<file path="src/hdl/uepd_pkg.sv">
package uepd_pkg;

	typedef enum logic [3:0] {
		OP_SIZE      = 4'd0,
		OP_RX_PUSH   = 4'd1,
		OP_RX_POP    = 4'd2,
		OP_RX_DEQ    = 4'd3,
		OP_RX_DEQALL = 4'd4,
		OP_TX_PUSH   = 4'd5,
		OP_SET_TOG   = 4'd6,
		OP_RST_BANK  = 4'd7,
		OP_RST_DATA  = 4'd8,
		OP_RETURNED  = 4'd9
	} opcode_t;

	localparam int OWN_BIT    = 7;
	localparam int DATA01_BIT = 6;
	localparam int DTS_BIT    = 3;
	localparam int BC_WIDTH   = 10;

	typedef struct packed {
		logic [3:0]  opcode;
		logic [3:0]  endpoint;
		logic        direction;
		logic        bank_select;
		logic        toggle_value;
		logic [9:0]  length_value;
		logic [31:0] buffer_address;
		logic        buffer_given;
	} item_t;

	typedef struct packed {
		logic        ok;
		logic        descriptor_write;
		logic [5:0]  descriptor_index;
		logic [31:0] descriptor_word;
		logic [31:0] address_out;
		logic        use_default_buffer;
		logic [7:0]  armed_bytes;
		logic        data_toggle_now;
		logic        bank_toggle_now;
		logic        last;
	} result_t;

	typedef enum logic [1:0] {
		ST_IDLE,
		ST_EXEC,
		ST_SECOND,
		ST_OUT
	} state_t;

	// Controller to datapath.
	typedef struct packed {
		logic load;
		logic exec;
		logic second;
	} cmd_t;

	// Datapath to controller.
	typedef struct packed {
		logic need_second;
	} sts_t;

endpackage

</file>
<file path="src/hdl/uepd_if.sv">
interface uepd_item_if import uepd_pkg::*; ();
	logic  valid;
	logic  ready;
	item_t data;
	modport source (output valid, output data, input ready);
	modport sink (input valid, input data, output ready);
endinterface

interface uepd_result_if import uepd_pkg::*; ();
	logic    valid;
	logic    ready;
	result_t data;
	modport source (output valid, output data, input ready);
	modport sink (input valid, input data, output ready);
endinterface

</file>
<file path="src/hdl/uepd_ctrl.sv">
module uepd_ctrl import uepd_pkg::*; (
	input  logic clk,
	input  logic arst_n,
	input  logic in_valid,
	output logic in_ready,
	output logic out_valid,
	input  logic out_ready,
	input  sts_t sts,
	output cmd_t cmd
);

	state_t state_q, state_next;

	always_ff @(posedge clk or negedge arst_n) begin
		if (!arst_n) begin
			state_q <= ST_IDLE;
		end else begin
			state_q <= state_next;
		end
	end

	// The datapath holds need_second from the execute step until the second
	// result has been produced.
	always_comb begin
		state_next = state_q;
		unique case (state_q)
			ST_IDLE:   if (in_valid) state_next = ST_EXEC;
			ST_EXEC:   state_next = ST_OUT;
			ST_SECOND: state_next = ST_OUT;
			ST_OUT: begin
				if (out_ready) state_next = sts.need_second ? ST_SECOND : ST_IDLE;
			end
			default:   state_next = ST_IDLE;
		endcase
	end

	always_comb begin
		in_ready   = 1'b0;
		out_valid  = 1'b0;
		cmd        = '0;
		unique case (state_q)
			ST_IDLE: begin
				in_ready = 1'b1;
				cmd.load = in_valid;
			end
			ST_EXEC:   cmd.exec = 1'b1;
			ST_SECOND: cmd.second = 1'b1;
			ST_OUT:    out_valid = 1'b1;
			default:   ;
		endcase
	end

endmodule

</file>
<file path="src/hdl/uepd_datapath.sv">
module uepd_datapath import uepd_pkg::*; #(
	parameter int ENDPOINT_COUNT   = 16,
	parameter int BYTE_COUNT_SHIFT = 16
) (
	input  logic    clk,
	input  logic    arst_n,
	input  item_t   item,
	input  cmd_t    cmd,
	output sts_t    sts,
	output result_t result
);

	item_t       it_q;
	logic [7:0]  size_q  [16];
	logic [1:0]  cnt_q   [16];
	logic [31:0] bank_q;
	logic [31:0] data_q;
	logic [63:0] own_q;
	result_t     res_q;
	logic        need_q;
	result_t     res_d;
	logic        need_d;

	logic [3:0]  ep;
	logic        valid_ep;
	logic        op_known;
	logic [4:0]  rxs, txs, ds;
	logic [1:0]  cnt;
	logic [7:0]  sz;
	logic        rx_bank, tx_bank;
	logic [5:0]  rx_idx, tx_idx;
	logic [7:0]  len_sat, rx_psz, tx_psz;
	logic [5:0]  deq_idx;
	logic [5:0]  ret_idx;

	function automatic logic [31:0] make_word(input logic [7:0] psz, input logic tog);
		logic [31:0] w;
		w = '0;
		w[OWN_BIT]    = 1'b1;
		w[DTS_BIT]    = 1'b1;
		w[DATA01_BIT] = tog;
		w = w | (32'({2'b00, psz}) << BYTE_COUNT_SHIFT);
		return w;
	endfunction

	assign ep       = it_q.endpoint;
	assign valid_ep = 32'(ep) < ENDPOINT_COUNT;
	assign op_known = it_q.opcode <= OP_RETURNED;
	assign rxs      = {ep, 1'b0};
	assign txs      = {ep, 1'b1};
	assign ds       = {ep, it_q.direction};
	assign cnt      = cnt_q[ep];
	assign sz       = size_q[ep];
	assign rx_bank  = bank_q[rxs] ^ cnt[0];
	assign tx_bank  = bank_q[txs];
	assign rx_idx   = {ep, 1'b0, rx_bank};
	assign tx_idx   = {ep, 1'b1, tx_bank};
	assign len_sat  = (it_q.length_value > 10'd255) ? 8'd255 : it_q.length_value[7:0];
	assign rx_psz   = (it_q.buffer_given && (len_sat < sz)) ? len_sat : sz;
	assign tx_psz   = (len_sat < sz) ? len_sat : sz;
	// Dequeue removes the newest bank: active bank plus count minus one.
	assign deq_idx  = {ep, 1'b0, bank_q[rxs] ^ (cnt[0] ^ 1'b1)};
	assign ret_idx  = {ep, it_q.direction, it_q.bank_select};
	assign sts.need_second = need_q;
	assign result   = res_q;

	always_ff @(posedge clk) begin
		if (cmd.load) it_q <= item;
	end

	// Result of the current step, from the state before it.
	always_comb begin
		res_d      = '0;
		res_d.last = 1'b1;
		need_d     = 1'b0;
		if (cmd.second) begin
			// Second bank of dequeue-all; count is now one.
			res_d.ok               = 1'b1;
			res_d.descriptor_write = 1'b1;
			res_d.descriptor_index = deq_idx;
			res_d.data_toggle_now  = data_q[rxs];
			res_d.bank_toggle_now  = bank_q[rxs];
		end else if (it_q.opcode == OP_RST_BANK || it_q.opcode == OP_RST_DATA) begin
			res_d.ok = 1'b1;
			if (it_q.opcode == OP_RST_BANK) begin
				res_d.data_toggle_now = valid_ep & data_q[ds];
			end else begin
				res_d.bank_toggle_now = valid_ep & bank_q[ds];
			end
		end else if (valid_ep && op_known) begin
			res_d.ok = 1'b1;
			res_d.data_toggle_now = data_q[ds];
			res_d.bank_toggle_now = bank_q[ds];
			case (opcode_t'(it_q.opcode))
				OP_RX_PUSH: begin
					res_d.data_toggle_now = data_q[rxs];
					res_d.bank_toggle_now = bank_q[rxs];
					if (cnt >= 2'd2) begin
						res_d.ok = 1'b0;
					end else begin
						res_d.data_toggle_now    = ~data_q[rxs];
						res_d.descriptor_write   = 1'b1;
						res_d.descriptor_index   = rx_idx;
						res_d.descriptor_word    = make_word(rx_psz, data_q[rxs]);
						res_d.address_out        = it_q.buffer_given ?
							it_q.buffer_address : '0;
						res_d.use_default_buffer = ~it_q.buffer_given;
						res_d.armed_bytes        = rx_psz;
					end
				end
				OP_RX_POP: begin
					res_d.data_toggle_now = data_q[rxs];
					res_d.bank_toggle_now = bank_q[rxs];
					if (cnt == 2'd0) begin
						res_d.ok = 1'b0;
					end else begin
						res_d.bank_toggle_now = ~bank_q[rxs];
					end
				end
				OP_RX_DEQ, OP_RX_DEQALL: begin
					res_d.data_toggle_now = data_q[rxs];
					res_d.bank_toggle_now = bank_q[rxs];
					if (cnt == 2'd0) begin
						res_d.ok = (it_q.opcode == OP_RX_DEQALL);
					end else begin
						res_d.descriptor_write = 1'b1;
						res_d.descriptor_index = deq_idx;
						if (it_q.opcode == OP_RX_DEQALL && cnt > 2'd1) begin
							res_d.last = 1'b0;
							need_d     = 1'b1;
						end
					end
				end
				OP_TX_PUSH: begin
					res_d.data_toggle_now = data_q[txs];
					res_d.bank_toggle_now = bank_q[txs];
					if (own_q[tx_idx]) begin
						res_d.ok = 1'b0;
					end else begin
						res_d.data_toggle_now  = ~data_q[txs];
						res_d.bank_toggle_now  = ~tx_bank;
						res_d.descriptor_write = 1'b1;
						res_d.descriptor_index = tx_idx;
						res_d.descriptor_word  = make_word(tx_psz, data_q[txs]);
						res_d.address_out      = it_q.buffer_address;
						res_d.armed_bytes      = tx_psz;
					end
				end
				OP_SET_TOG: res_d.data_toggle_now = it_q.toggle_value;
				default: ;
			endcase
		end else begin
			res_d.ok = 1'b0;
		end
	end

	always_ff @(posedge clk or negedge arst_n) begin
		if (!arst_n) begin
			for (int i = 0; i < 16; i++) begin
				size_q[i] <= '0;
				cnt_q[i]  <= '0;
			end
			bank_q <= '0;
			data_q <= '0;
			own_q  <= '0;
			need_q <= 1'b0;
			res_q  <= '0;
		end else begin
			if (cmd.exec || cmd.second) begin
				res_q  <= res_d;
				need_q <= need_d;
			end
			if (cmd.exec) begin
				if (it_q.opcode == OP_RST_BANK) begin
					bank_q <= '0;
				end else if (it_q.opcode == OP_RST_DATA) begin
					data_q <= '0;
				end else if (valid_ep && op_known) begin
					case (opcode_t'(it_q.opcode))
						OP_SIZE: size_q[ep] <= len_sat;
						OP_RX_PUSH: begin
							if (cnt < 2'd2) begin
								cnt_q[ep]     <= cnt + 2'd1;
								data_q[rxs]   <= ~data_q[rxs];
								own_q[rx_idx] <= 1'b1;
							end
						end
						OP_RX_POP: begin
							if (cnt != 2'd0) begin
								bank_q[rxs] <= ~bank_q[rxs];
								cnt_q[ep]   <= cnt - 2'd1;
							end
						end
						OP_RX_DEQ, OP_RX_DEQALL: begin
							if (cnt != 2'd0) begin
								cnt_q[ep]      <= cnt - 2'd1;
								own_q[deq_idx] <= 1'b0;
							end
						end
						OP_TX_PUSH: begin
							if (!own_q[tx_idx]) begin
								data_q[txs]   <= ~data_q[txs];
								bank_q[txs]   <= ~tx_bank;
								own_q[tx_idx] <= 1'b1;
							end
						end
						OP_SET_TOG: data_q[ds] <= it_q.toggle_value;
						OP_RETURNED: own_q[ret_idx] <= 1'b0;
						default: ;
					endcase
				end
			end else if (cmd.second) begin
				cnt_q[ep]      <= cnt - 2'd1;
				own_q[deq_idx] <= 1'b0;
			end
		end
	end

endmodule

</file>
<file path="src/hdl/usb_endpoint_pingpong_descriptor_manager.sv">
// USB endpoint ping-pong buffer descriptor manager.
// Commands arrive on the cmd_in channel (valid/ready); each transaction
// carries an opcode, an endpoint number and operands. Results leave on the
// res_out channel, one transaction per result; the field last marks the
// final result of a command. Dequeue-all with two banks queued gives two.
// A command is captured at the accepting edge, then executed against the
// endpoint state into the result register, which presents it on res_out.
// The controller runs capture, execute, present for every command; the
// second result of a dequeue-all adds a further execute and present.
// The block takes one command at a time; cmd_in.ready is low from the
// accepting edge until the last result of that command has been taken.
// When the receiver stalls, the result register holds its value and no
// new command is accepted.
// Reset (arst_n low) clears all endpoint sizes, queue counts, bank and
// data toggles and ownership marks at once; the block is ready as soon as
// reset is released.
module usb_endpoint_pingpong_descriptor_manager import uepd_pkg::*; #(
	parameter int ENDPOINT_COUNT   = 16,
	parameter int BYTE_COUNT_SHIFT = 16
) (
	input logic         clk,
	input logic         arst_n,
	uepd_item_if.sink   cmd_in,
	uepd_result_if.source res_out
);

	cmd_t cmd;
	sts_t sts;

	uepd_ctrl u_ctrl (
		.clk       (clk),
		.arst_n    (arst_n),
		.in_valid  (cmd_in.valid),
		.in_ready  (cmd_in.ready),
		.out_valid (res_out.valid),
		.out_ready (res_out.ready),
		.sts       (sts),
		.cmd       (cmd)
	);

	uepd_datapath #(
		.ENDPOINT_COUNT   (ENDPOINT_COUNT),
		.BYTE_COUNT_SHIFT (BYTE_COUNT_SHIFT)
	) u_datapath (
		.clk    (clk),
		.arst_n (arst_n),
		.item   (cmd_in.data),
		.cmd    (cmd),
		.sts    (sts),
		.result (res_out.data)
	);

endmodule

</file>
<file path="src/flat_wrapper.sv">
// flat-port wrapper written by rule: the top's interface ports become plain ports
module usb_endpoint_pingpong_descriptor_manager_flat import uepd_pkg::*;
#(
	parameter int ENDPOINT_COUNT   = 16,
	parameter int BYTE_COUNT_SHIFT = 16
)
  (clk, arst_n, cmd_in_valid, cmd_in_data, cmd_in_ready, res_out_valid, res_out_data, res_out_ready);
  uepd_item_if cmd_in_i ();
  uepd_result_if res_out_i ();
  input logic clk;
  input logic arst_n;
  input wire logic [$bits(cmd_in_i.valid)-1:0] cmd_in_valid;
  input wire logic [$bits(cmd_in_i.data)-1:0] cmd_in_data;
  output wire logic [$bits(cmd_in_i.ready)-1:0] cmd_in_ready;
  output wire logic [$bits(res_out_i.valid)-1:0] res_out_valid;
  output wire logic [$bits(res_out_i.data)-1:0] res_out_data;
  input wire logic [$bits(res_out_i.ready)-1:0] res_out_ready;
  assign cmd_in_i.valid = cmd_in_valid;
  assign cmd_in_i.data = cmd_in_data;
  assign cmd_in_ready = cmd_in_i.ready;
  assign res_out_valid = res_out_i.valid;
  assign res_out_data = res_out_i.data;
  assign res_out_i.ready = res_out_ready;
  usb_endpoint_pingpong_descriptor_manager #(.ENDPOINT_COUNT(ENDPOINT_COUNT), .BYTE_COUNT_SHIFT(BYTE_COUNT_SHIFT)) u_core (.clk(clk), .arst_n(arst_n), .cmd_in(cmd_in_i), .res_out(res_out_i));
endmodule
</file>
<file path="config.mk">
export PLATFORM = sky130hd
export DESIGN_NAME = usb_endpoint_pingpong_descriptor_manager_flat
export DESIGN_NICKNAME = d
export VERILOG_FILES = /design/src/hdl/uepd_pkg.sv /design/src/hdl/uepd_if.sv /design/src/hdl/uepd_ctrl.sv /design/src/hdl/uepd_datapath.sv /design/src/hdl/usb_endpoint_pingpong_descriptor_manager.sv /design/src/flat_wrapper.sv
export SDC_FILE = /design/constraint.sdc
export NUM_CORES = 1
export LEC_CHECK = 0
export BUFFER_PORTS_ARGS = -buffer_cell sky130_fd_sc_hd__buf_2
export CELL_PAD_IN_SITES_DETAIL_PLACEMENT = 1
export CELL_PAD_IN_SITES_GLOBAL_PLACEMENT = 2
export CORE_MARGIN = 5
export CORE_UTILIZATION = 43
export DETAILED_ROUTE_END_ITERATION = 7
export HOLD_SLACK_MARGIN = 0.08
export PLACE_DENSITY = 0.89
export SLEW_MARGIN = 20
export SYNTH_ARGS = -nofsm -noshare
export SYNTH_HDL_FRONTEND = slang
export SYNTH_SLANG_ARGS = --single-unit
</file>
<file path="constraint.sdc">
create_clock -name clk -period 8.9 [get_ports clk]
set_input_delay 0.89 -clock clk [delete_from_list [all_inputs] [get_ports clk]]
set_output_delay 0.89 -clock clk [all_outputs]
set_load 0.005 [all_outputs]
</file>
==> results of run 1 <==
==> metrics by stage <==
step,utilization [%],instance area (um2),power (uW)
2_1_floorplan,-,18400,3220
3_3_place_gp,45.4,19100,3660
3_5_place_dp,45.5,19100,3750
4_1_cts,48.8,20500,5560
5_1_grt,49.0,20600,5820
6_report,49.0,20600,5530
==> worst paths after layout <==
| path | depth (start not counted) | slack (ns) | end |
|---|---|---|---|
| setup / recovery | 15 | 3.78 | u_core.u_datapath.result[2]$_DFFE_PN0P_ |
| hold / removal | 1 | 0.39 | u_core.u_datapath.data_q[6]$_DFFE_PN0P_ |
| setup reg to reg | 15 | 3.78 | u_core.u_datapath.result[2]$_DFFE_PN0P_ |
| hold reg to reg | 1 | 0.46 | u_core.u_datapath.result[12]$_DFFE_PN0P_ |
| max in group asynchronous | 2 | 7.08 | u_core.u_datapath.size_q[68]$_DFFE_PN0P_ |
| min in group clk | 1 | 0.46 | u_core.u_datapath.result[12]$_DFFE_PN0P_ |
==> critical path: stages, from the launching register on <==
cell                        delay [ns]
sky130_fd_sc_hd__edfxtp_1         0.87
sky130_fd_sc_hd__buf_4            0.69
sky130_fd_sc_hd__nand2b_1         0.27
sky130_fd_sc_hd__o22ai_1          0.13
sky130_fd_sc_hd__a221oi_2         0.52
sky130_fd_sc_hd__mux2_2           0.41
sky130_fd_sc_hd__a2111o_1         0.52
sky130_fd_sc_hd__nor2_1           0.16
sky130_fd_sc_hd__inv_1            0.07
sky130_fd_sc_hd__ha_1             0.31
sky130_fd_sc_hd__mux2i_1          0.13
sky130_fd_sc_hd__nor2_1           0.06
sky130_fd_sc_hd__a2111oi_0        0.40
sky130_fd_sc_hd__nor2_1           0.09
sky130_fd_sc_hd__a311oi_1         0.28
sky130_fd_sc_hd__o2bb2ai_1        0.10
==> flip-flops by register name, summed over array words and instances, names as in the netlist, named ones only <==
register / flops
u_core.u_datapath.bank_q: 32
u_core.u_datapath.result: 54
u_core.u_datapath.size_q: 128
u_core.u_ctrl.state_q: 2
u_core.u_datapath.own_q: 32
u_core.u_datapath.ds: 1
u_core.u_datapath.ep: 4
u_core.u_datapath.cnt_q: 16
u_core.u_datapath.it_q: 49
u_core.u_datapath.data_q: 32
u_core.u_datapath.sts: 1
==> layout by cell type (no fill, tap or decap), drive strengths merged, types with 13 or more instances in the layout <==
cell and instances:
conb 21, o31ai 19, mux2 25, buf 148, o21ai 241, nor3 21, mux4 78, inv 39
a32oi 13, nand2 128, dfrtp 313, edfxtp 54, a22o 34, clkbuf 60, mux2i 36, nand3 13
nor2 234, a21oi 178, a22oi 19, ha 18
==> logic make-up after synthesis <==
kind of cell,count (synthesis)
AOI/OAI and AO/OA,568
xor gates and xnor gates,2
adders and majority gates,18
buffers and inverters,192
DFF,367
muxes,139
other,1
and+or+nand+nor,442
==> power groups by stage <==
stage,Sequential (uW),Combinational (uW),Clock (uW)
global placement,2250,1410,0
CTS,2250,1480,1820
finish,2260,1490,1780
floorplan,2180,1040,0
global route,2290,1630,1910
detailed placement,2270,1470,0
==> area by class of cell <==
cell class,count,share of cell area (%)
flip-flops and latches,367,45.9
multi-input cells,1190,39.2
clock buffers,60,5.87
repair buffers,148,4.12
well taps,539,3.27
clock inverters,19,1.03
inverters,36,0.668
diodes,2,0.0243
==> metal layers <==
layer | up-vias | part of all wire, %
met2 | 486 | 48
met3 | 84 | 5.0
met1 | 7612 | 45
met4 | 0 | 2.2
li1 | 6378 | -
met5 | - | 0
==> results.md, run 1 <==
Detailed routing:
- Dividing the detail-routed wire length by the instance count gives approximately 25 um.
- The post-detailed-route via-to-cell ratio is 6.17.
- The starting DRC count in detailed routing is 1231.
- The post-detailed-routing wire length is 58000 um.
- The post-detailed-route count of antenna-violating nets is 0.
- The remaining design rule violation count is 0.
- The first TritonRoute pass finished after 4 iterations.
- The vias after detailed routing is ~15000.

Critical path:
- The setup path with the least slack is of type flop to flop.
- The worst setup path is captured at a flop.
- Data on the critical path is required at its endpoint by 9.36 ns.
- STA classifies the critical path startpoint as a flop.
- The worst-path maximum fanout is 45.
- The source of the critical timing path is u_core.u_datapath.ep[1]$_DFFE_PP_.
- The beginning of the worst register-to-register path is u_core.u_datapath.ep[1]$_DFFE_PP_.
- The data arrival at the endpoint of the critical path is about 5.6 ns.

Clocking:
- The total CTS buffers is 43.
- The post-CTS setup repair buffer count is 0.
- The TritonCTS clock tree is built.
- In this run, post-CTS repair resized a total of 0 instances.
- The worst-case clock buffer depth is 3.
- The master cell of the clock root buffer is sky130_fd_sc_hd__clkbuf_16.
- The deepest level of the CTS H-tree is 2.
- The number of hold buffers added after CTS was 0.
- Clock latency on the worst-skew pair, taken at its later pin, is about 0.58 ns.
- Counting every sink on the clock net gives roughly 370.
- After clock tree synthesis, the clock-pin slew on the worst setup and hold paths is 0.06 ns.

Logic synthesis:
- Summing the areas of all and, or, nand and nor instances in the mapped netlist gives 10.0% of the synthesized area.
- The synthesized design contains 367 register bits.
- During synthesis, Yosys emitted a total of 0 warnings.
- The library cell occupying the most area in the post-synthesis netlist is sky130_fd_sc_hd__dfrtp_1.
- The synthesized area is 0.0183 mm2.
- The count of mapped cells out of synthesis is 1729.
- By count the netlist is led by sky130_fd_sc_hd__dfrtp_1 (313), sky130_fd_sc_hd__nor2_1 (233), sky130_fd_sc_hd__o21ai_0 (222).
- The number of enable-type register cells in the synthesized netlist is 54.
- The most frequently used flop master after synthesis is sky130_fd_sc_hd__dfrtp_1.
- The synthesized design devotes to its leading area cell type around 43% of total area.
- Yosys attributes the largest share of cell area to sky130_fd_sc_hd__dfrtp_1 (43%), sky130_fd_sc_hd__mux4_2 (9.6%), sky130_fd_sc_hd__edfxtp_1 (8.9%).
- The dominant combinational cell family by area after synthesis is compound AO/OA/AOI/OAI gates.
- The arithmetic-cell share of the synthesized area counting full adders, half adders and majority gates is ~1.2%.
- Sequential elements use approximately 52% of the synthesized area.
- The cell with the most instances after synthesis is sky130_fd_sc_hd__dfrtp_1.
- The synthesized area per cell is 10.6 um2.
- The share of the synthesized area in compound gates (AO/OA/AOI/OAI) is 18.5%.
- The share of synthesized flip-flops with an asynchronous set or reset is 85.3%.
- The share of the synthesized netlist area taken by xor and xnor gates is 0.0957%.
- After synthesis, the netlist uses between 70 and 80 different library cells.
- In the synthesized netlist, mux cells make up 13.1% of the area.

Timing:
- The worst path uses between 50% and 60% of the clock period.
- After layout, the worst setup slack is 3.78 ns.
- The number of hold violations in the final report was 0.
- For the pin with the worst max-slew slack, the measured transition is 1.17 ns.
- For the final database, setup skew stands at 0.0278 ns.
- The normalized max-slew margin is 21.6%.
- Setup repair after global routing left no endpoint under its margin.
- Timing would allow up to roughly 200 MHz.
- After routing, the total negative slack on setup checks comes to 0 ns.
- Hold is met by 0.391 ns.
- The max-slew violation count came to 0.
- Setup violations remaining at the end of the flow were counted as 0.
- The clock period minus worst slack is 5.12 ns.

Final layout:
- Of the cells placed in the final design, the portion with a size suffix greater than 1 is 19.8%.
- Excluding fillers, the count of instances in the completed layout stands at between 2000 and 2500.
- The area growth from synthesis to layout is 12.7%.
- The combined area of the multi-input logic cells is 0.00807 mm2.
- The register cell area after layout is approximately 0.0095 mm2.
- The filler cells instantiated in the layout total 4552.
- For this run, the post-layout net count is 1862.

Global routing:
- The global-route layer with the greatest usage is met2.
- The global routing usage summed across all routing layers is 24.4%.
- The first-pass GRT wire length is 91100 um.
- The via count of the first global-routing pass is 15300.
- The met3 global-route usage is 3.35%.
- The number of antenna violations at the first check in global routing came to 2.
- In the global route stage, met1 resource usage came out at 34.5%.
- Entering global routing, the biggest net connects around 140 pins.
- The remaining global-route overflow is 0.
- Global routing used 40.2% of the available met2 tracks.

Outcome:
- The flow ran to the end, and the final reports show no timing, DRC or antenna violations.

Power and ir drop:
- The worst vdd rail ir drop is approximately 0.14 mV.
- The total power divided by cell area is 268 mW/mm2.
- The share of total power dissipated in the clock network is 32.2%.
- The net switching fraction of the power is between 30% and 40%.
- In this run the static leakage power is just under 0.009 uW.
- Combinational logic is responsible for roughly 27% of the overall power.
- The cell internal power dissipation is 3630 uW.
- The power share of the sequential group is between 40% and 50%.
- The switching power total is ~1900 uW.

Placement:
- The worst setup slack after placement is 3.76 ns.
- The placed wire-length estimate after detailed placement is 37900 um.
- The final RePlAce weighted congestion is 0.875.
- Including well taps, the total number of placed cells is 2278.
- Input and output buffers added on the ports amount to 122.

Floorplan:
- During I/O placement, the number of pins put on the boundary was 144.
- The x dimension of the die is 216 um.
- The die is 216 um tall.
- The initial standard-cell utilization of the core is 43.5%.
- The initialized floorplan defines 75 standard-cell rows.
- The floorplan step defined a die boundary enclosing 0.0468 mm2.
- The core outline area is 0.0420 mm2.

Run:
- Max-cap violations in this run came to 0.

Worst hold path:
- The path class of the tightest hold or removal check is input pin to async pin.
Power figures use the tool's default switching activity.
==> run 2, diff against run 1 <==
--- a/config.mk
+++ b/config.mk
@@ -5,14 +5,15 @@
 export SDC_FILE = /design/constraint.sdc
 export NUM_CORES = 1
 export LEC_CHECK = 0
+export ABC_AREA = 1
 export BUFFER_PORTS_ARGS = -buffer_cell sky130_fd_sc_hd__buf_2
 export CELL_PAD_IN_SITES_DETAIL_PLACEMENT = 1
 export CELL_PAD_IN_SITES_GLOBAL_PLACEMENT = 2
 export CORE_MARGIN = 5
-export CORE_UTILIZATION = 43
+export CORE_UTILIZATION = 36
 export DETAILED_ROUTE_END_ITERATION = 7
 export HOLD_SLACK_MARGIN = 0.08
-export PLACE_DENSITY = 0.89
+export PLACE_DENSITY = 0.84
 export SLEW_MARGIN = 20
 export SYNTH_ARGS = -nofsm -noshare
 export SYNTH_HDL_FRONTEND = slang
==> constraint.sdc (replaced) <==
create_clock -name clk -period 4.8 [get_ports clk]
set_input_delay 0.48 -clock clk [delete_from_list [all_inputs] [get_ports clk]]
set_output_delay 0.48 -clock clk [all_outputs]
set_load 0.005 [all_outputs]
==> run 2 against run 1 <==
Against the previous run:
- non-clock buffer count increased by 118
- clock-buffer cell count up 2
- largest power group unchanged
- sequential cell count stayed put
==> results.md, run 2 <==
Critical path:
- The data required time at the worst endpoint is 5.25 ns (-4.11 ns).
- STA classifies the critical path startpoint as a flop.
- The classification of the worst setup path is flop to flop.
- STA classifies the critical path endpoint as a flop.
- The signal on the critical path passes through nand2_1 -> inv_2 -> nand2_1 -> nand2_1 -> nor2_2 -> o21ai_1 -> nand2_1 -> nand2_1 -> nand2_1 -> nand2_1 -> nor2_4 -> nand2_2 -> ha_1 -> a221oi_1 -> o211ai_1 -> nand3_1 -> o21ai_0 -> a21oi_1 -> o21ai_0.
- The worst-path maximum fanout is 11 (-76%).
- The maximum cell stage delay along the critical path is 0.62 ns (-0.25 ns).
- The cell seen most often among critical-path stages is sky130_fd_sc_hd__nand2_1.
- For this design, the slowest cell found on the critical path is sky130_fd_sc_hd__nor2_2.
- The data arrival at the endpoint of the critical path is 5.03 ns (-0.55 ns).
- The register-to-register path setup slack came to 0.22 ns (-3.55 ns).

Logic synthesis:
- The cell with the most instances after synthesis is sky130_fd_sc_hd__nand2_1.
- The post-synthesis sequential area ratio is 48.1% (-3.6 points).
- The most frequently used flop master after synthesis is sky130_fd_sc_hd__dfrtp_1.
- The number of library cell types mapped by synthesis came to 46 (-40%).
- The number of enable-type register cells in the synthesized netlist is 54 (unchanged).
- By area the synthesized netlist is led by sky130_fd_sc_hd__dfrtp_1 (40%), sky130_fd_sc_hd__nand2_1 (13%), sky130_fd_sc_hd__edfxtp_1 (8.2%).
- The fraction of post-synthesis cell area in the top cell type by area is 39.8% (-3.0 points).
- The share of synthesized flip-flops with an asynchronous set or reset is 85.3% (unchanged).
- The synthesized area is 0.0197 mm2 (+7.5%).
- The synthesized area per cell is 7.85 um2 (-26%).
- Summed over all instances, the cell type with the most area after synthesis is sky130_fd_sc_hd__dfrtp_1.
- The count of mapped cells out of synthesis is 2505 (+45%).
- The flip-flop and latch count after synthesis is 367 (unchanged).
- The number of warnings issued by yosys is 0 (unchanged).
- By count the netlist is led by sky130_fd_sc_hd__nand2_1 (665), sky130_fd_sc_hd__dfrtp_1 (313), sky130_fd_sc_hd__o21ai_0 (309).

Placement:
- The final RePlAce weighted congestion came to 0.997 (+14%).
- The placed wire-length estimate after detailed placement came to 56200 um (+48%).
- The quantity of I/O buffers inserted on ports was 122 (unchanged).
- The area of placed instances is 0.0211 mm2 (+10%).

Outcome:
- The flow ran to the end, and the final reports show no timing, DRC or antenna violations.

Final layout:
- The number of nets at the end of the flow is 2741 (+47%).
- The area growth from synthesis to layout is 17.3%.
- The most frequent standard cell in the layout excluding fill and tap cells is sky130_fd_sc_hd__nand2_1.
- The utilization of the core after routing is 42.7% (-6.3 points).
- The combined area of the multi-input logic cells is 0.00875 mm2 (+8.4%).
- The layout filler cell count was 6547 (+44%).
- The share of cells above drive strength 1 is 12.0% (-7.7 points).
- The most flop-heavy register is u_core.u_datapath.size_q.
- The register cell area after layout is 0.00945 mm2 (unchanged).
- The number of flip-flops in the largest register was 128 (unchanged).
- The top cell types in the final layout, fill and taps aside, are sky130_fd_sc_hd__nand2_1 (665), sky130_fd_sc_hd__dfrtp_1 (313), sky130_fd_sc_hd__o21ai_0 (309).
- The number of antenna cells inserted is 0 (-2).
- The post-route cell area is 0.0231 mm2 (+12%).

Timing:
- The max-slew violation count was 0 (unchanged).
- The normalized max-slew margin was 30.2% (+8.6 points).
- Setup repair after global routing left no endpoint under its margin.
- The number of hold violations in the final report was 0 (unchanged).
- The post-route fraction of the period consumed by the critical path came to 95.4% (+38 points).
- The setup violation total in the final timing report is 0 (unchanged).
- The upper clock frequency limit was 218 MHz (+12%).
- The total negative slack is 0 ns (unchanged).
- The actual transition at the worst max-transition pin was 1.04 ns (-0.130 ns).
- The worst hold slack after final layout is 0.123 ns (-0.269 ns).
- The worst setup skew after layout is 0.0229 ns (-0.00487 ns).
- The clock period minus worst slack is 4.58 ns (-0.546 ns).

Worst hold path:
- The worst hold path belongs to the class input pin to flop.

Detailed routing:
- The post-detailed-route count of antenna-violating nets is 0 (unchanged).
- The vias after detailed routing is 19700 (+35%).
- Signal routing reaches up to met4.
- The starting DRC count in detailed routing is 1561 (+27%).
- The post-detailed-route via-to-cell ratio was 5.80 (-5.9%).
- The detailed-route wire length per cell is 24.7 um (+0.64%).
- The detailed-router iteration count before antenna repair is 5 (+1).
- The routed length on met2 is 40300 um (+44%).
- The post-detailed-routing wire length is 84000 um (+45%).
- The wire length on met1 is 34600 um (+34%).
- The routed wire length on met3 is 4670 um (+62%).
- The remaining design rule violation count is 0 (unchanged).

Global routing:
- The first-pass GRT wire length is 127000 um (+39%).
- The maximum number of pins on one net before global-route repair is 109 (-23%).
- The remaining global-route overflow is 0 (unchanged).
- The global routing usage summed across all routing layers is 27.3% (+2.9 points).
- The number of antenna violations at the first check in global routing is 1 (-1).
- The via count of the first global-routing pass was 20300 (+33%).

Clocking:
- In this run the clock root is driven by a sky130_fd_sc_hd__clkbuf_16.
- TritonCTS built the clock tree.
- The clock transition at the registers of the reported paths came to 0.06 ns (about the same).
- The worst-case clock buffer depth is 3 (unchanged).
- The deepest level of the CTS H-tree is 2 (unchanged).
- The total CTS buffers is 45 (+4.7%).
- The worst-skew pair later-pin latency is 0.60 ns (+0.02 ns).
- The clock net sink count is 367 (unchanged).
- The post-CTS setup repair buffer count came to 0 (unchanged).

Run:
- The number of max-cap violations came to 0 (unchanged).

Floorplan:
- The row count is 85 (+13%).
- The x dimension of the die came to 244 um (+13%).
- The initial standard-cell utilization of the core is 36.4% (-7.1 points).
- The core outline area is 0.0540 mm2 (+29%).
- The number of ports placed on the die boundary came to 144 (unchanged).
- The area of the die is 0.0594 mm2 (+27%).
- The height of the die is 244 um (+13%).

Power and ir drop:
- The worst vdd rail ir drop is 0.285 mV (+110%).
- The total power divided by cell area is 479 mW/mm2 (+79%).
- The leakage dissipation is 0.0103 uW (+17%).
run 2: changes by cell type in the layout (fill, tap and decap cells not counted), moves of 68 or more:
cell / change
sky130_fd_sc_hd__a21oi_1: -98
sky130_fd_sc_hd__buf_4: +68
sky130_fd_sc_hd__inv_1: +126
sky130_fd_sc_hd__mux4_2: -78
sky130_fd_sc_hd__nand2_1: +537
sky130_fd_sc_hd__nand3_1: +110
sky130_fd_sc_hd__o21ai_0: +87
sky130_fd_sc_hd__o21ai_1: +75
run 2: critical path, delay by kind of cell (launching register included):
kind | cells | cell delay [ns]
simple gates | 11 | 2.24
compound gates | 6 | 1.05
flops | 1 | 0.49
fa+ha+maj | 1 | 0.37
buf+inv | 1 | 0.28
run 2: timing repair:
item                       in CTS  in global routing
hold buffers                   53                  0
setup endpoints to repair       0                  8
hold endpoints to repair      156                  0
gates resized for setup         0                  2
run 2: worst paths after layout:
kind	start	end	depth (start not counted)
setup / recovery	u_core.u_datapath.ep[2]$_DFFE_PP_	u_core.u_datapath.result[2]$_DFFE_PN0P_	19
hold / removal	cmd_in_data[47]	u_core.u_datapath.ep[1]$_DFFE_PP_	1
setup reg to reg	u_core.u_datapath.ep[2]$_DFFE_PP_	u_core.u_datapath.result[2]$_DFFE_PN0P_	19
hold reg to reg	u_core.u_datapath.it_q[25]$_DFFE_PP_	u_core.u_datapath.result[36]$_DFFE_PN0P_	2
max in group asynchronous	arst_n	u_core.u_datapath.data_q[27]$_DFFE_PN0P_	3
min in group asynchronous	arst_n	u_core.u_datapath.data_q[14]$_DFFE_PN0P_	2
run 2: cell type report:
| class | instances | area share (%) |
|---|---|---|
| clock buffers | 62 | 5.46 |
| clock inverters | 19 | 0.889 |
| inverters | 181 | 2.96 |
| multi-input cells | 1804 | 37.9 |
| flip-flops and latches | 367 | 41.0 |
| well taps | 696 | 3.77 |
| repair buffers | 266 | 8.01 |
run 2: power by group:
part           internal [uW]  total (uW)  switching (uW)  leakage [uW]
Clock                   2010        3460            1450      0.000721
Combinational            969        3400            2430       0.00483
Sequential              3760        4190             432       0.00477
Total                   6740       11100            4320        0.0103
run 2: logic make-up (layout without fill, tap and decap cells):
kind of cell,Yosys count,in the layout,share of synthesized area [%]
compound gates,689,689,20.1
fa+ha+maj,18,18,1.14
flops,367,367,48.1
buf+inv,355,528,8.07
other cells,1,21,0.0191
xor+xnor,1,1,0.0445
simple gates,1074,1075,22.6
run 2: per-layer routing:
metal	up-vias	GRT usage [%]
met5	-	0
met4	0	12.4
met3	219	3.63
met2	705	45.7
met1	9954	35.3
li1	8813	-
run 2: metrics by stage:
stage,worst slack (ns),cells,power [uW]
3_3_place_gp,0.323,3260,7420
4_1_cts,0.223,3394,11000
3_5_place_dp,0.225,3260,7530
6_report,0.222,3395,11100
2_1_floorplan,1.32,2525,6180
5_1_grt,0.0956,3395,11600
